File: src/rtl/pip_pkg.sv
// Shared constants, types and codes for the point-in-polygon test core.
package pip_pkg;

    localparam int MAX_VERTICES = 64;
    localparam int COORD_W      = 24;
    localparam int VADDR_W      = $clog2(MAX_VERTICES);
    localparam int CNT_W        = $clog2(MAX_VERTICES + 1);
    localparam int CFG_W        = 7;
    localparam int SLOT_W       = 6;
    localparam int PT_IN_W      = 16;
    localparam int FRAC_W       = 8;
    localparam int PT_W         = PT_IN_W + FRAC_W;
    localparam int EXT_W        = (COORD_W > PT_W) ? COORD_W : PT_W;
    localparam int DIFF_W       = EXT_W + 1;
    localparam int PROD_W       = 2 * DIFF_W;
    localparam int VTX_W        = 2 * COORD_W;

    localparam logic KIND_LOAD  = 1'b0;
    localparam logic KIND_QUERY = 1'b1;

    typedef enum logic [1:0] {
        ST_IDLE,
        ST_WALK,
        ST_DRAIN
    } t_state;

    // Control that goes with each word read from the vertex memory
    typedef struct packed {
        logic vld;
        logic first;
        logic clr;
    } t_edge_ctl;

endpackage

File: src/rtl/pip_edge_unit.sv
// Edge pipeline: straddle check, cross products, compare and parity toggle.
module pip_edge_unit
    import pip_pkg::*;
(
    input  logic                   i_clk,
    input  logic                   i_rst_n,
    input  t_edge_ctl              i_ctl,
    input  logic [VTX_W-1:0]       i_vtx,
    input  logic signed [PT_W-1:0] i_px,
    input  logic signed [PT_W-1:0] i_py,
    output logic                   o_busy,
    output logic                   o_parity
);

    logic signed [COORD_W-1:0] xi, yi;
    logic signed [COORD_W-1:0] r_prev_x, r_prev_y;
    logic signed [DIFF_W-1:0]  xi_e, yi_e, xj_e, yj_e, px_e, py_e;
    logic                      straddle;

    // stage A
    logic                      r_a_vld, r_a_hit;
    logic signed [DIFF_W-1:0]  r_a_dx, r_a_dy, r_a_ax, r_a_by;
    // stage B
    logic                      r_b_vld, r_b_hit, r_b_dy_pos;
    logic signed [PROD_W-1:0]  r_b_lhs, r_b_rhs;
    logic                      left;
    logic                      r_parity;

    assign xi   = i_vtx[VTX_W-1:COORD_W];
    assign yi   = i_vtx[COORD_W-1:0];
    assign xi_e = DIFF_W'(xi);
    assign yi_e = DIFF_W'(yi);
    assign xj_e = DIFF_W'(r_prev_x);
    assign yj_e = DIFF_W'(r_prev_y);
    assign px_e = DIFF_W'(i_px);
    assign py_e = DIFF_W'(i_py);

    assign straddle = (yi_e > py_e) != (yj_e > py_e);

    // hold the previous corner as the j end of the next edge
    always_ff @(posedge i_clk) begin
        if (i_ctl.vld) begin
            r_prev_x <= xi;
            r_prev_y <= yi;
        end
    end

    always_ff @(posedge i_clk) begin
        r_a_hit <= straddle;
        r_a_dx  <= xj_e - xi_e;
        r_a_dy  <= yj_e - yi_e;
        r_a_ax  <= px_e - xi_e;
        r_a_by  <= py_e - yi_e;
        r_b_hit    <= r_a_hit;
        r_b_dy_pos <= r_a_dy > DIFF_W'(0);
        r_b_lhs    <= PROD_W'(r_a_ax) * PROD_W'(r_a_dy);
        r_b_rhs    <= PROD_W'(r_a_dx) * PROD_W'(r_a_by);
    end

    assign left = r_b_dy_pos ? (r_b_lhs < r_b_rhs) : (r_b_rhs < r_b_lhs);

    always_ff @(posedge i_clk) begin
        if (!i_rst_n) begin
            r_a_vld  <= 1'b0;
            r_b_vld  <= 1'b0;
            r_parity <= 1'b0;
        end else begin
            r_a_vld <= i_ctl.vld && !i_ctl.first;
            r_b_vld <= r_a_vld;
            if (i_ctl.clr) begin
                r_parity <= 1'b0;
            end else if (r_b_vld && r_b_hit && left) begin
                r_parity <= !r_parity;
            end
        end
    end

    assign o_busy   = r_a_vld || r_b_vld;
    assign o_parity = r_parity;

endmodule

File: config.mk
export PLATFORM = sky130hd
export DESIGN_NAME = pip_edge_unit
export DESIGN_NICKNAME = d
export VERILOG_FILES = /design/src/rtl/pip_pkg.sv /design/src/rtl/pip_edge_unit.sv
export SDC_FILE = /design/constraint.sdc
export NUM_CORES = 2
export LEC_CHECK = 0
export ABC_AREA = 1
export BUFFER_PORTS_ARGS = -buffer_cell sky130_fd_sc_hd__buf_2
export CAP_MARGIN = 10
export CELL_PAD_IN_SITES_DETAIL_PLACEMENT = 2
export CELL_PAD_IN_SITES_GLOBAL_PLACEMENT = 2
export CORE_MARGIN = 3
export CORE_UTILIZATION = 30
export CTS_BUF_LIST = sky130_fd_sc_hd__clkbuf_4 sky130_fd_sc_hd__clkbuf_8 sky130_fd_sc_hd__clkbuf_16
export CTS_CLUSTER_DIAMETER = 80
export DETAILED_ROUTE_END_ITERATION = 6
export PLACE_DENSITY_LB_ADDON = 0.15
export SYNTH_ARGS = -nofsm -noshare
export SYNTH_HDL_FRONTEND = slang
export SYNTH_SLANG_ARGS = --single-unit
File: constraint.sdc
create_clock -name i_clk -period 6.2 [get_ports i_clk]
set_input_delay 1.24 -clock i_clk [delete_from_list [all_inputs] [get_ports i_clk]]
set_output_delay 1.24 -clock i_clk [all_outputs]
set_load 0.05 [all_outputs]
* Word level (Yosys, flattened, before mapping)
Cells that the tools add are included.
** Word-level totals
- Bits in registers :: 254
- Input bits :: 101
- Output and inout bits :: 2
- Logic and storage cells :: 35
** Operators by class
- Add/sub/neg operators :: 4
- Multipliers :: 2
- Order comparisons :: 5
- Eq/ne operators :: 1
- Multiplexer cells :: 1
- Bitwise operators :: 1
- Reductions and logical operators :: 7
** Operator list (count)
- < comparator 50 bit :: 2
- multiplier 25 x 25 -> 50 bit :: 2
- subtractor 24 x 24 -> 25 bit :: 4
- greater-than comparator 24 bit :: 2
- greater-than comparator 25 x 1 -> 1 bit, second input constant :: 1
- logical AND 1 bit :: 3
- logical NOT 1 bit :: 2
- OR reduction 2 bit :: 1
- logical OR 1 bit :: 1
- two-way mux 1 bit :: 1
- != test 1 bit :: 1
- inverter 1 bit :: 1

* Longest topological paths before layout
- Depth in word-level cells :: 3
- Mapped depth :: 30
- Mapped depth without buffers :: 28

* Least setup slack after synthesis
No wires, ideal clock.
- Path type :: register to register
- Start point :: reg r_a_dy[2]
- End point :: reg r_b_lhs[47]
- Setup time :: 0.123 ns
- Arrival time :: 6.392 ns
- Data required time :: 6.077 ns
- Setup slack :: -0.315 ns
- Cell stages (with the launch flop) :: 23
- Path buffers :: 2
- Period minus slack after synthesis :: 6.515 ns
- Path through :: dfxtp_1 clkbuf_1 clkbuf_1 nand2_1 inv_1 fa_1 fa_1 inv_1 fa_1 inv_1 fa_1 fa_1 fa_1 fa_1 ha_1 nand2_1 nor2_1 nand2_1 nor3_1 nand3_1 o2111ai_1 a21oi_1 xor2_1
** Between the ends
- Word-level cells in the longest chain between the ends :: 1
** RTL lines
- from (decl) :: RTL line pip_edge_unit.sv:22 : logic signed [DIFF_W-1:0] r_a_dx, r_a_dy, r_a_ax, r_a_by;
- from (signal assigned) :: RTL line pip_edge_unit.sv:51 : r_a_dy <= yj_e - yi_e;
- multiplier 25 x 25 -> 50 bit :: RTL line pip_edge_unit.sv:56 : r_b_lhs <= PROD_W'(r_a_ax) * PROD_W'(r_a_dy);
- to (signal assigned) :: RTL line pip_edge_unit.sv:56
- to (decl) :: RTL line pip_edge_unit.sv:25 : logic signed [PROD_W-1:0] r_b_lhs, r_b_rhs;
Every way passes these cells.
A chain may end at the register's enable or synchronous reset.

* Worst setup path after layout
- Start point :: reg r_a_dx[24]
- End point :: reg r_b_rhs[44]
** Between the ends
- Word-level cells in the longest chain between the ends :: 1
** RTL lines
- from (decl) :: RTL line pip_edge_unit.sv:22
- from (signal assigned) :: RTL line pip_edge_unit.sv:50 : r_a_dx <= xj_e - xi_e;
- multiplier 25 x 25 -> 50 bit :: RTL line pip_edge_unit.sv:57 : r_b_rhs <= PROD_W'(r_a_dx) * PROD_W'(r_a_by);
- to (signal assigned) :: RTL line pip_edge_unit.sv:57
- to (decl) :: RTL line pip_edge_unit.sv:25
Every way passes these cells.

==> metrics.cfg <==
[sta]
relSlewSlack = 0.391
max_clock_freq_mhz = 153
hold_viol = 0
finalCritPeriodShare = 1.05
rsz0062_at_grt = yes
drv_slew = 0
setup-tns-final_ns = -5.38
setup_viol = 42
period_needed_ns = 6.54
tightest_slew_ns = 0.905
finalClockSkew_ns = 0.0425
fin_ws_ns = -0.335

[cts]
htreeDepth = 2
cts_hold_buffers = 0
numCtsBuffers = 43
insertion_delay_ns = 0.63
cts_tree = done
clock-sinks = 254
clk_pin_slew_ns = 0.06
cts_buffer_depth = 3
cts_root_buf = clkbuf_16

[route]
drc = 0
via_per_inst = 4.56
drtIter0Drc = 1828
wl_per_cell_um = 21.6
wl_met3_um = 6820
num_vias = 49600
ant_nets = 0
wl_met2_um = 119000
met1_length_um = 100000
topRoutingLayerUsed = met5
drt_pass1_iterations = 5
totalWireLength_um = 235000

[final_layout]
drive_gt1_frac = 0.249
nets = 10100
synthToLayoutAreaGrowth_pct = 29.7
postLayoutCellArea_um2 = 78100

[die]
coreArea_um2 = 198000
initial_utilization = 0.303
ioPinCount = 103
num_rows = 163
die_x_um = 454
fp.dieH_um = 454
die_area_um2 = 206000

[job]
max-cap-violations = 0

[synth]
yosysSeqAreaShare = 0.0925
synth_seq_cells = 254
syn-num-nets = 9222
mappedNetlistArea_um2 = 60200
yosysTopAreaCellShare = 0.439
synthTopCellsByCount = inv_1 (2196), nand2_1 (1665), fa_1 (1320), ha_1 (453), clkbuf_1 (297)
postSynthCellCount = 7348
netlist_top_cells_area = fa_1 (44%), inv_1 (14%), nand2_1 (10%), ha_1 (9.4%), dfxtp_1 (6.9%)
ys_types = 54
synth_edf_count = 48
postSynthAreaPerCell_um2 = 8.19
ys.warnings.count = 0
yosysMostFrequentCell = inv_1
synthArstFlopShare = 0
ys.flop_type = dfxtp_1
synth_largest_area_cell = fa_1

[placement]
hpwlAfterDp_um = 196000
placed_area_um2 = 70100
io_buffers = 102
gp_congestion = 0.872

[global_route]
antenna_found_initial = 25
grt_pass1_vias = 58300
grt_max_degree = 50
overflow = 0
grt_usage = 0.224
grt_pass1_wl_um = 350000

[status]
status = finished with violations
violations = negative setup slack

[setup_path]
crit_fanout = 7
crit_chain = buf_12 > nand2_2 > inv_2 > fa_2 > fa_2 > buf_4 > fa_2 > buf_8 > fa_1 > inv_2 > fa_1 > fa_1 > fa_1 > inv_1 > ha_4 > buf_4 > nand2_4 > nor2_4 > inv_2 > nor4_4 > buf_4 > nand2_1 > nand3_2 > xor2_2
worst-setup-path-type = reg2reg
slowest_delay_ns = 0.72
critPathTopFamily = adder cells
start_kind = flip-flop
critical_path_buf_inv_count = 9
worstSetupEndpointType = flip-flop
required_ns = 6.73
worst_path_max_delay_cell = fa_2
cpMostUsedCell = fa_1
cp.arrival_ns = 7.07

[min_path]
hold_class = reg2reg

[layout make-up]
| class | count | area [µm²] |
|---|---|---|
| diodes | 14 | 35.0 |
| clock buffers | 54 | 1190 |
| clock inverters | 24 | 228 |
| fillers | 21900 | 120000 |
| inverters | 2200 | 8310 |
| multi-input cells | 4595 | 49000 |
| flip-flops and latches | 254 | 5710 |
| well taps | 2640 | 3300 |
| repair buffers | 1085 | 10300 |
[logic make-up (layout without fill, tap and decap cells)]
family,Yosys count,count (layout),share of synthesized area
buffers and inverters,2499,3363,0.156
AND/OR/NAND/NOR,2129,2129,0.141
adder cells (fa/ha/maj),1773,1773,0.533
AO/OA/AOI/OAI,488,488,0.0480
flip-flops,254,254,0.0925
XOR/XNOR,205,205,0.0298
other,0,14,0
[cells in the final DEF, fill, tap and decap left out, types with 34 or more instances in the layout]
cell	count
clkbuf_16	52
buf_6	78
nand2_4	63
nor2_4	43
o21ai_0	62
a21oi_1	155
nor2_2	38
o21ai_2	34
dfxtp_1	144
buf_2	103
inv_2	135
nand2_1	1519
fa_1	1239
ha_4	72
nor2_1	162
inv_1	2049
buf_4	735
fa_2	81
buf_12	139
edfxtp_1	48
dfxtp_2	37
ha_1	375
xnor2_1	68
a21oi_2	57
nand2_2	87
nand3_1	73
xor2_1	120
[per-layer routing]
layer | track usage | up-vias
met3 | 0.0246 | 239
met2 | 0.399 | 565
met1 | 0.283 | 26100
met4 | 0.0689 | 14
li1 | - | 22700
met5 | 0 | -
[state kept, by name (all words and copies together), names as in the netlist]
signal      count
r_b_hit         1
r_prev_y       24
r_b_vld         1
r_b_dy_pos      1
r_a_ax         25
r_b_rhs        50
o_parity        1
r_a_dx         25
r_a_by         25
r_a_hit         1
r_a_dy         25
r_b_lhs        50
r_a_vld         1
r_prev_x       24
[timing repair]
action	CTS	global route
gates resized for setup	613	606
gates cloned	5	8
setup endpoints to repair	64	62
setup buffers	93	120
pin swaps	198	376
[worst min-delay path, cell delays in order (launching register included)]
cell and delay (ns):
dfxtp_1 0.30, nand2_1 0.05, inv_1 0.03
[path summary, 6_finish.rpt]
path,cells after the start,startpoint,slack [ns],end
worst min-delay path,2,r_a_vld,0.43,r_b_vld
worst max-delay path,24,r_a_dx[24],-0.34,r_b_rhs[44]
worst max register to register,24,r_a_dx[24],-0.34,r_b_rhs[44]
worst min register to register,2,r_a_vld,0.43,r_b_vld
[stage by stage]
step                      hold WS (ns)   util  setup slack [ns]  cells
after floorplan                  0.310      -         -0.000544   7348
after global placement           0.410  0.353            -0.528  10600
after detailed placement         0.427  0.353            -0.624  10600
after CTS                        0.435  0.377            -0.173  10700
after global routing             0.449  0.393            -0.493  10900
final                            0.432  0.393            -0.335  10900
Power is left out: the tool's default activity adds up to more than one toggle a clock period on the data nets, which glitch-free logic cannot reach.
